===== config.mk =====
export PLATFORM = sky130hd
export DESIGN_NAME = compacting_client_table
export DESIGN_NICKNAME = d
export VERILOG_FILES = /design/src/hw/rtl/cct_pkg.sv /design/src/hw/rtl/compacting_client_table.sv /design/src/hw/rtl/cct_table.sv
export SDC_FILE = /design/constraint.sdc
export NUM_CORES = 1
export LEC_CHECK = 0
export BUFFER_PORTS_ARGS = -buffer_cell sky130_fd_sc_hd__buf_2
export CAP_MARGIN = 10
export CORE_ASPECT_RATIO = 1.2
export CORE_MARGIN = 2
export CORE_UTILIZATION = 55
export DETAILED_ROUTE_END_ITERATION = 10
export PLACE_DENSITY = 0.8
export SLEW_MARGIN = 20
export SYNTH_ARGS = -nofsm -noshare
export SYNTH_HDL_FRONTEND = slang
export SYNTH_SLANG_ARGS = --single-unit
export TNS_END_PERCENT = 5

===== constraint.sdc =====
create_clock -name clk_i -period 4.3 [get_ports clk_i]
set_input_delay 0.215 -clock clk_i [delete_from_list [all_inputs] [get_ports clk_i]]
set_output_delay 0.215 -clock clk_i [all_outputs]
set_load 0.01 [all_outputs]

===== src/hw/rtl/cct_pkg.sv =====
// ----------------------------------------------------------------------------
// cct_pkg: shared types and constants of the compacting client table
// Transaction field widths, stream packing widths, operation kinds and the
// item and result records handed between the stages.
// ----------------------------------------------------------------------------
package cct_pkg;

  localparam int unsigned ENTRIES_DEF = 4;
  localparam int unsigned ID_BITS_DEF = 8;

  localparam int unsigned KIND_W     = 2;
  localparam int unsigned CID_W      = 8;
  localparam int unsigned SECS_W     = 16;
  localparam int unsigned POS_W      = 3;
  localparam int unsigned COUNT_W    = 3;
  localparam int unsigned CHANGES_W  = 32;

  // client_id, interval, preheat, prime, position: 44 bits, kind rides on tuser
  localparam int unsigned S_TDATA_W  = 48;
  // ok, id, interval, preheat, prime, entry_count, change_count: 77 bits
  localparam int unsigned M_TDATA_W  = 80;

  typedef enum logic [KIND_W-1:0] {
    KIND_UPSERT = 2'd0,
    KIND_REMOVE = 2'd1,
    KIND_GET    = 2'd2,
    KIND_AT     = 2'd3
  } kind_e;

  typedef struct packed {
    kind_e               kind;
    logic [CID_W-1:0]    client_id;
    logic [SECS_W-1:0]   interval_seconds;
    logic [SECS_W-1:0]   preheat_seconds;
    logic                prime_flag;
    logic [POS_W-1:0]    position;
  } item_t;

  typedef struct packed {
    logic                 ok;
    logic [CID_W-1:0]     found_id;
    logic [SECS_W-1:0]    found_interval;
    logic [SECS_W-1:0]    found_preheat;
    logic                 found_prime;
    logic [COUNT_W-1:0]   entry_count;
    logic [CHANGES_W-1:0] change_count;
  } result_t;

endpackage


===== src/hw/rtl/compacting_client_table.sv =====
// ----------------------------------------------------------------------------
// compacting_client_table: keyed table of client profiles, packed low
// Stream in one operation (upsert, remove, get, read at position) per
// transaction, stream out one result per operation.
// ----------------------------------------------------------------------------
// Usage:
//   s_axis carries operations, m_axis carries results, one result for every
//   accepted operation and in the same order.
//   An accepted operation is held in the input register, where the table
//   compares all slots at once, then its result and the table update are
//   registered together into the output register that drives m_axis.
//   Throughput is one operation per cycle while m_axis is not stalled, set
//   by the single compare-and-update pass on the slot registers; the next
//   operation sees the table as the previous one left it.
//   When m_axis is stalled the output register holds its result and the
//   input register holds one more operation; s_axis_tready drops only when
//   both are full and m_axis_tready is low.
//   Reset empties the table, clears the entry count and the change counter
//   and drops both pipeline registers. No clearing pass follows reset.
// ----------------------------------------------------------------------------
module compacting_client_table #(
  parameter int unsigned ENTRIES = cct_pkg::ENTRIES_DEF,
  parameter int unsigned ID_BITS = cct_pkg::ID_BITS_DEF
) (
  input  logic                           clk_i,
  input  logic                           rst_ni,
  input  logic                           s_axis_tvalid,
  output logic                           s_axis_tready,
  // client_id, interval_seconds, preheat_seconds, prime_flag, position
  input  logic [cct_pkg::S_TDATA_W-1:0]  s_axis_tdata,
  // kind
  input  logic [cct_pkg::KIND_W-1:0]     s_axis_tuser,
  output logic                           m_axis_tvalid,
  input  logic                           m_axis_tready,
  // ok, found_id, found_interval, found_preheat, found_prime, entry_count,
  // change_count
  output logic [cct_pkg::M_TDATA_W-1:0]  m_axis_tdata
);
  import cct_pkg::*;

  item_t   in_item;
  item_t   s1_item_q;
  logic    s1_valid_q;
  logic    out_free;
  logic    s1_adv;
  result_t res;
  result_t out_q;
  logic    out_valid_q;

  always_comb begin
    in_item.kind             = kind_e'(s_axis_tuser);
    in_item.client_id        = s_axis_tdata[7:0];
    in_item.interval_seconds = s_axis_tdata[23:8];
    in_item.preheat_seconds  = s_axis_tdata[39:24];
    in_item.prime_flag       = s_axis_tdata[40];
    in_item.position         = s_axis_tdata[43:41];
  end

  assign out_free      = !out_valid_q || m_axis_tready;
  assign s1_adv        = s1_valid_q && out_free;
  assign s_axis_tready = !s1_valid_q || out_free;

  always_ff @(posedge clk_i or negedge rst_ni) begin
    if (!rst_ni) begin
      s1_valid_q <= 1'b0;
    end else if (s_axis_tready) begin
      s1_valid_q <= s_axis_tvalid;
    end
  end

  always_ff @(posedge clk_i) begin
    if (s_axis_tready && s_axis_tvalid) begin
      s1_item_q <= in_item;
    end
  end

  cct_table #(
    .ENTRIES (ENTRIES),
    .ID_BITS (ID_BITS)
  ) u_table (
    .clk_i    (clk_i),
    .rst_ni   (rst_ni),
    .item_i   (s1_item_q),
    .commit_i (s1_adv),
    .result_o (res)
  );

  always_ff @(posedge clk_i or negedge rst_ni) begin
    if (!rst_ni) begin
      out_valid_q <= 1'b0;
    end else if (out_free) begin
      out_valid_q <= s1_valid_q;
    end
  end

  always_ff @(posedge clk_i) begin
    if (s1_adv) begin
      out_q <= res;
    end
  end

  assign m_axis_tvalid = out_valid_q;
  assign m_axis_tdata  = {3'b000,
                          out_q.change_count,
                          out_q.entry_count,
                          out_q.found_prime,
                          out_q.found_preheat,
                          out_q.found_interval,
                          out_q.found_id,
                          out_q.ok};

endmodule


===== src/hw/rtl/cct_table.sv =====
// ----------------------------------------------------------------------------
// cct_table: profile storage and single-pass operation logic
// Holds the packed slots, entry count and change counter, works out the
// result of the staged transaction and commits the table update on commit_i.
// ----------------------------------------------------------------------------
module cct_table #(
  parameter int unsigned ENTRIES = cct_pkg::ENTRIES_DEF,
  parameter int unsigned ID_BITS = cct_pkg::ID_BITS_DEF
) (
  input  logic            clk_i,
  input  logic            rst_ni,
  input  cct_pkg::item_t  item_i,
  input  logic            commit_i,
  output cct_pkg::result_t result_o
);
  import cct_pkg::*;

  localparam int unsigned OCC_W = $clog2(ENTRIES + 1);

  logic [ID_BITS-1:0]   slot_id_q       [ENTRIES];
  logic [SECS_W-1:0]    slot_interval_q [ENTRIES];
  logic [SECS_W-1:0]    slot_preheat_q  [ENTRIES];
  logic                 slot_prime_q    [ENTRIES];
  logic [ID_BITS-1:0]   slot_id_d       [ENTRIES];
  logic [SECS_W-1:0]    slot_interval_d [ENTRIES];
  logic [SECS_W-1:0]    slot_preheat_d  [ENTRIES];
  logic                 slot_prime_d    [ENTRIES];
  logic [OCC_W-1:0]     occ_q, occ_d;
  logic [CHANGES_W-1:0] changes_q, changes_d;

  logic [ID_BITS-1:0]   id_w;
  logic                 id_nz;
  logic [ENTRIES-1:0]   hit_vec;
  logic [ENTRIES-1:0]   at_vec;
  logic [ENTRIES-1:0]   shift_vec;
  logic [ENTRIES-1:0]   rd_vec;
  logic                 any_hit;
  logic                 full;
  logic                 ok;
  logic [ID_BITS-1:0]   rd_id;
  logic [SECS_W-1:0]    rd_interval;
  logic [SECS_W-1:0]    rd_preheat;
  logic                 rd_prime;

  assign id_w    = ID_BITS'(item_i.client_id);
  assign id_nz   = |id_w;
  assign full    = (occ_q == OCC_W'(ENTRIES));

  always_comb begin
    for (int i = 0; i < ENTRIES; i++) begin
      hit_vec[i] = id_nz && (int'(occ_q) > i) && (slot_id_q[i] == id_w);
      at_vec[i]  = (int'(occ_q) > i) && (int'(item_i.position) == i);
    end
    // every slot from the removed one upward takes its upper neighbor, the top one is cleared
    shift_vec[0] = hit_vec[0];
    for (int i = 1; i < ENTRIES; i++) begin
      shift_vec[i] = shift_vec[i-1] | hit_vec[i];
    end
  end

  assign any_hit = |hit_vec;

  always_comb begin
    for (int i = 0; i < ENTRIES; i++) begin
      slot_id_d[i]       = slot_id_q[i];
      slot_interval_d[i] = slot_interval_q[i];
      slot_preheat_d[i]  = slot_preheat_q[i];
      slot_prime_d[i]    = slot_prime_q[i];
    end
    occ_d     = occ_q;
    changes_d = changes_q;
    ok        = 1'b0;
    rd_vec    = '0;

    unique case (item_i.kind)
      KIND_UPSERT: begin
        if (id_nz && (any_hit || !full)) begin
          for (int i = 0; i < ENTRIES; i++) begin
            if (any_hit ? hit_vec[i] : (int'(occ_q) == i)) begin
              slot_id_d[i]       = id_w;
              slot_interval_d[i] = item_i.interval_seconds;
              slot_preheat_d[i]  = item_i.preheat_seconds;
              slot_prime_d[i]    = item_i.prime_flag;
            end
          end
          if (!any_hit) begin
            occ_d = occ_q + 1'b1;
          end
          changes_d = changes_q + 1'b1;
          ok        = 1'b1;
        end
      end
      KIND_REMOVE: begin
        if (any_hit) begin
          for (int i = 0; i < ENTRIES - 1; i++) begin
            if (shift_vec[i]) begin
              slot_id_d[i]       = slot_id_q[i+1];
              slot_interval_d[i] = slot_interval_q[i+1];
              slot_preheat_d[i]  = slot_preheat_q[i+1];
              slot_prime_d[i]    = slot_prime_q[i+1];
            end
          end
          if (shift_vec[ENTRIES-1]) begin
            slot_id_d[ENTRIES-1]       = '0;
            slot_interval_d[ENTRIES-1] = '0;
            slot_preheat_d[ENTRIES-1]  = '0;
            slot_prime_d[ENTRIES-1]    = 1'b0;
          end
          occ_d     = occ_q - 1'b1;
          changes_d = changes_q + 1'b1;
          ok        = 1'b1;
        end
      end
      KIND_GET: begin
        rd_vec = hit_vec;
        ok     = any_hit;
      end
      KIND_AT: begin
        rd_vec = at_vec;
        ok     = |at_vec;
      end
      default: begin
        ok = 1'b0;
      end
    endcase
  end

  // read mux, select is one-hot or empty
  always_comb begin
    rd_id       = '0;
    rd_interval = '0;
    rd_preheat  = '0;
    rd_prime    = 1'b0;
    for (int i = 0; i < ENTRIES; i++) begin
      rd_id       = rd_id       | ({ID_BITS{rd_vec[i]}} & slot_id_q[i]);
      rd_interval = rd_interval | ({SECS_W{rd_vec[i]}} & slot_interval_q[i]);
      rd_preheat  = rd_preheat  | ({SECS_W{rd_vec[i]}} & slot_preheat_q[i]);
      rd_prime    = rd_prime    | (rd_vec[i] & slot_prime_q[i]);
    end
  end

  always_comb begin
    result_o.ok             = ok;
    result_o.found_id       = CID_W'(rd_id);
    result_o.found_interval = rd_interval;
    result_o.found_preheat  = rd_preheat;
    result_o.found_prime    = rd_prime;
    result_o.entry_count    = COUNT_W'(occ_d);
    result_o.change_count   = changes_d;
  end

  always_ff @(posedge clk_i or negedge rst_ni) begin
    if (!rst_ni) begin
      for (int i = 0; i < ENTRIES; i++) begin
        slot_id_q[i]       <= '0;
        slot_interval_q[i] <= '0;
        slot_preheat_q[i]  <= '0;
        slot_prime_q[i]    <= 1'b0;
      end
      occ_q     <= '0;
      changes_q <= '0;
    end else if (commit_i) begin
      for (int i = 0; i < ENTRIES; i++) begin
        slot_id_q[i]       <= slot_id_d[i];
        slot_interval_q[i] <= slot_interval_d[i];
        slot_preheat_q[i]  <= slot_preheat_d[i];
        slot_prime_q[i]    <= slot_prime_d[i];
      end
      occ_q     <= occ_d;
      changes_q <= changes_d;
    end
  end

endmodule

Word-level counts from Yosys, hierarchy flattened
Index checks and enable logic that the tools add are counted.
- logic and storage cells: 185
- memories kept: 0
- output and inout bits: 82
- bits in read-only memories: 0
- bits in writable memories: 0
- bits in latches: 0
- register bits: 324
- divide/modulo/power cells: 0
- shifts and indexed selects: 0
- multipliers: 0
- add/sub/neg operators: 3
- multiplexer cells: 58
- order comparisons: 4
- reduce and logical (&&, ||, !) cells: 32
- eq/ne operators: 24
- bitwise gates (word level): 31
- operators with widths (cell ; number):
    $mux 64 ; 4
    $pmux 64 s2 ; 2
    $mux 16 ; 15
    $and 16x16->16 ; 8
    $mux 32 ; 4
    $pmux 32 s2 ; 2
    $or 16x16->16 ; 6
    $mux 8 ; 8
    $add 32x1->32 const B ; 1
    $and 8x8->8 ; 4
    $eq 8x8->1 ; 4
    $or 8x8->8 ; 3
    $reduce_and 6->1 ; 4
    $ne 2x1->1 const B ; 10
    $pmux 4 s2 ; 2
    $eq 3x3->1 const B ; 5
    $logic_and 1x1->1 ; 15
    $mux 1 ; 14
    $mux 3 ; 3
    $mux 4 ; 2
    $reduce_or 4->1 ; 2
    $reduce_or 8->1 ; 1
    $eq 3x2->1 const B ; 2
    $gt 3x1->1 const B ; 2
    14 further kinds ; 29

Depth between registers and ports, before layout
- depth in word-level cells: 9
- gate-level depth with buffers: 12
- mapped depth without buffers: 10

By module
From an unflattened synthesis, not the netlist that was laid out.
- cell total of the unflattened synthesis: 1412
- area, all modules: 16119.2 µm²
- by module, submodules not included (module ; cells an instance ; times used ; area each (µm²)):
    cct_table ; 1277 ; 1 ; 12295.5
    compacting_client_table ; 135 ; 1 ; 3823.7

Least setup slack after synthesis
Ideal clock, no wire load.
- path type: register to register
- start: register u_table.occ_q[2]
- end: register u_table.slot_id_q[17] (netlist bit)
- clock period less this slack: 3.467 ns
- data required time: 4.175 ns
- arrival time: 3.342 ns
- stages on the path, launching flop included: 12
- path slack: 0.833 ns
- buffers on the path: 2
- setup time: 0.125 ns
- path through: dfrtp_1 clkbuf_1 inv_1 ha_1 or2_2 nor4_1 o41ai_4 nor2_2 o21ai_4 nor3_4 buf_6 mux2_4
- longest elaborated chain between the ends: 8
- elaborated cells between the ends (all ways): 25
- ends and longest elaborated chain (item ; line ; source):
    start, declared ; cct_table.sv:28 ; logic [OCC_W-1:0] occ_q, occ_d;
    start signal, assigned ; cct_table.sv:160 ; occ_q <= '0;
    start signal, assigned ; cct_table.sv:169 ; occ_q <= occ_d;
    $gt 3x1->1 / $gt 3x2->1 (equally long branches) ; cct_table.sv:51 ; hit_vec[i] = id_nz && (int'(occ_q) > i) && (slot_id_q[i] == id_w);
    $logic_and 1x1->1 (2 in a row) ; cct_table.sv:51 ;
    $reduce_or 4->1 ; cct_table.sv:61 ; assign any_hit = |hit_vec;
    $logic_or 1x1->1 ; cct_table.sv:77 ; if (id_nz && (any_hit || !full)) begin
    $logic_and 1x1->1 ; cct_table.sv:77 ;
    $ne 2x1->1 (no source line) ; n/a ;
    $reduce_and 6->1 (no source line) * ; n/a ;
    end signal, assigned by index ; cct_table.sv:164 ; slot_id_q[i] <= slot_id_d[i];
    end, declared ; cct_table.sv:20 ; logic [ID_BITS-1:0] slot_id_q [ENTRIES];
Every way passes the cells marked *; elsewhere a longest branch is shown, timed or not.
A chain may end at the register's enable or synchronous reset.

Worst setup path in the final report
- start: register u_table.occ_q[1]
- end: register u_table.changes_q[27]
- longest elaborated chain between the ends: 8
- elaborated cells between the ends (all ways): 20
- ends and longest elaborated chain (item ; line ; source):
    $gt 3x1->1 / $gt 3x2->1 (equally long branches) ; cct_table.sv:51 ;
    $logic_and 1x1->1 (2 in a row) ; cct_table.sv:51 ;
    $reduce_or 4->1 ; cct_table.sv:61 ;
    $logic_or 1x1->1 ; cct_table.sv:77 ;
    $logic_and 1x1->1 ; cct_table.sv:77 ;
    $mux 32 ; cct_table.sv:77 ;
    $pmux 32 s2 * ; cct_table.sv:75 ; unique case (item_i.kind)
    end signal, assigned ; cct_table.sv:170 ; changes_q <= changes_d;
    end, declared ; cct_table.sv:29 ; logic [CHANGES_W-1:0] changes_q, changes_d;
Marked as above.

==> reports/results.txt <==
Starting DRT DRC Count: 1030
Crit Path Max Fanout: 38
WP data required: 4.71 ns
worst skew pair latency: 0.53 ns
worst path buffer plus inverter count: 3
Starting Density: 0.560
Die Y: 189 um
sequential area share after synthesis: 0.558
Most used DFF post-synth: dfrtp_1
CTS Root Cell: clkbuf_16
antenna violations before repair: 1
Pwr Total: 10.1 mW
vias in the first global route: 11687
Critical Path Start Type: flip-flop
outcome: finished, final reports clean
syn avg cell area: 11.3 sq um
fin area: 18300 sq um
CTS Buf Count: 34
first-pass GRT wire length: 60.3 mm
full die area: 29800 sq um
worst slew pin tran: 0.925 ns
DRC: 0
crit path DAT: 4.28 ns
most frequent cells in the layout: dfrtp_1, a21oi_1, nand2_1, buf_2, edfxtp_1
Slew Viols, Final: 0
wire length per cell: 19.0 um
worst path cell trace: inv_1 > ha_1 > nor2b_1 > or4_1 > nor4_4 > nor4_4 > a21o_1 > buf_4 > nand2_1 > buf_4 > nand2_1 > o31ai_1
Slew headroom: 0.381
critical path class: flip-flop to flip-flop
synth unique cells: 66
Yosys reg bits: 324
CP top delay family: simple AND/OR/NAND/NOR gates
Synth-to-Final Area Change: 17.4%
period utilization: 0.901
CP max stage cell: or4_1
vias per cell: 5.97
clk_skew: 0.0241 ns
endpoint type of the worst setup path: flip-flop
vias: 11559
Setup TNS: 0 ns
static leakage: 7.76 nW
RSZ-0062 raised after global routing: false
Async SR Flop Fraction: 0.620
Die W: 158 um
I/O pins: 136
Worst IR Drop VDD: 0.448 mV
highest clock rate: 258 MHz
Synth Cell Area: 15600 sq um
dpl hpwl: 21.8 mm
Max H-tree Level: 2
Syn. warnings: 0
Cells after Synth: 1382
setup ws final: 0.427 ns
commonest non-fill, non-tap cell in the layout: dfrtp_1
MaxCap Viol Count: 0
final hold vios: 0
gpl congestion: 0.893
Final #Nets: 1595
min-delay worst type: input pin to flip-flop
DR pass1 iterations: 6
total grt overflow: 0
Port Buffer Count: 128
max incr delay on CP: 0.58 ns
antenna viol nets, final: 0
layout cell share with drive strength beyond 1: 0.186
# setup viols final: 0
Detailed Route WL: 36.8 mm
CTS tree: yes
Post-DP Area: 16700 sq um
Reg clk slew, reported paths: 0.06 ns
number of synthesized flops with an enable pin: 123
Core Box Area: 27900 sq um
multi-input combinational cell area: 6230 sq um
Sequential Area: 8720 sq um
row count: 67
largest buffer count on any clock path: 3
CTS resizes: 0
post-place setup slack: 0.496 ns
clock sinks: 324
Pwr Density: 551 nW/um^2
Final min period: 3.87 ns
FILL cells: 2064
Tot GR Track Use: 0.252
pin count of the biggest net entering global routing: 173
-- final timing paths --
kind	startpoint	endpoint	slack [ns]	cells past startpoint
worst min-delay path	s_axis_tdata[17]	s1_item_q[29]$_DFFE_PP_	0.39	2
worst max-delay path	u_table.occ_q[1]$_DFFE_PN0P_	u_table.changes_q[27]$_DFFE_PN0P_	0.43	12
min in group asynchronous	rst_ni	u_table.changes_q[29]$_DFFE_PN0P_	0.40	2
max in group asynchronous	rst_ni	u_table.slot_preheat_q[52]$_DFFE_PN0P_	2.88	3
worst max register to register	u_table.occ_q[1]$_DFFE_PN0P_	u_table.changes_q[27]$_DFFE_PN0P_	0.43	12
worst min register to register	u_table.slot_preheat_q[51]$_DFFE_PN0P_	u_table.slot_preheat_q[51]$_DFFE_PN0P_	0.48	2
-- worst register-to-register path: stages (launching register included) --
cell and delay (ns):
dfrtp_1 0.49, inv_1 0.18, ha_1 0.29, nor2b_1 0.17
or4_1 0.58, nor4_4 0.41, nor4_4 0.19, a21o_1 0.26
buf_4 0.18, nand2_1 0.07, buf_4 0.35, nand2_1 0.31
o31ai_1 0.29
-- Yosys cell counts (22+ instances only) --
master | instances | area (sq um)
a21oi_1 | 157 | 786
a221o_1 | 41 | 410
a22o_1 | 45 | 394
a31oi_1 | 31 | 194
clkbuf_1 | 62 | 233
dfrtp_1 | 201 | 5030
edfxtp_1 | 123 | 3690
inv_1 | 77 | 289
mux2_4 | 47 | 706
mux2i_1 | 69 | 691
nand2_1 | 128 | 480
nor2_1 | 22 | 82.6
nor2b_1 | 44 | 275
o21ai_0 | 93 | 465
xnor2_1 | 29 | 254
-- report_power, final --
part	switching [mW]	internal, mW	leakage (nW)	total, mW
combinational	1.12	1.07	3.53	2.18
sequential	0.779	4.15	3.68	4.93
clock	1.26	1.74	0.546	3.00
-- metrics by stage --
stage / utilization / hold WS [ns] / std cells
floorplan: - / -0.0806 / 1384
global placement: 0.599 / 0.391 / 1824
detailed placement: 0.599 / 0.393 / 1824
CTS: 0.657 / 0.372 / 1935
global route: 0.657 / 0.382 / 1936
finish: 0.657 / 0.390 / 1936
-- layout make-up --
type / instances / area share
Inverter: 78 / 0.0160
Antenna cell: 1 / 0.000136
Clock buffer: 38 / 0.0477
Clock inverter: 24 / 0.0147
Sequential cell: 324 / 0.475
Tap cell: 379 / 0.0258
Timing Repair Buffer: 207 / 0.0805
Multi-Input combinational cell: 885 / 0.340
-- flip-flops by register name (all words and copies together), names as in the netlist --
signal,count
u_table.changes_q,32
u_table.slot_id_q,32
m_axis_tdata,77
s1_item_q,46
u_table.slot_preheat_q,64
u_table.slot_interval_q,64
u_table.occ_q,3
s1_valid_q,1
u_table.slot_prime_q,4
m_axis_tvalid,1
-- layer usage --
| layer | global-route usage | wire [um] | up-vias | part of all wire |
|---|---|---|---|---|
| met2 | 0.433 | 18400 | 410 | 0.50 |
| met4 | 0.0762 | 975 | 0 | 0.027 |
| met3 | 0.0329 | 2080 | 83 | 0.057 |
| met5 | 0 | 0 | - | 0 |
| met1 | 0.334 | 15300 | 5728 | 0.42 |
| li1 | - | - | 5338 | - |
-- logic make-up (layout without fill, tap and decap cells) --
family,count (synthesis),after routing,synth area share
flip-flops,324,324,0.558
AND/OR/NAND/NOR,288,288,0.0948
buffers and inverters,175,347,0.0476
adder cells (fa/ha/maj),11,11,0.00880
AO/OA/AOI/OAI,424,424,0.175
other,1,4,0.000240
multiplexers,127,127,0.0972
XOR/XNOR,32,32,0.0179
-- repair_timing --
action / in CTS / in global routing
hold buffers: 49 / 0
setup buffers: 0 / 0
hold endpoints to repair: 152 / 0
Note: power is estimated with default switching activity, not from simulation.
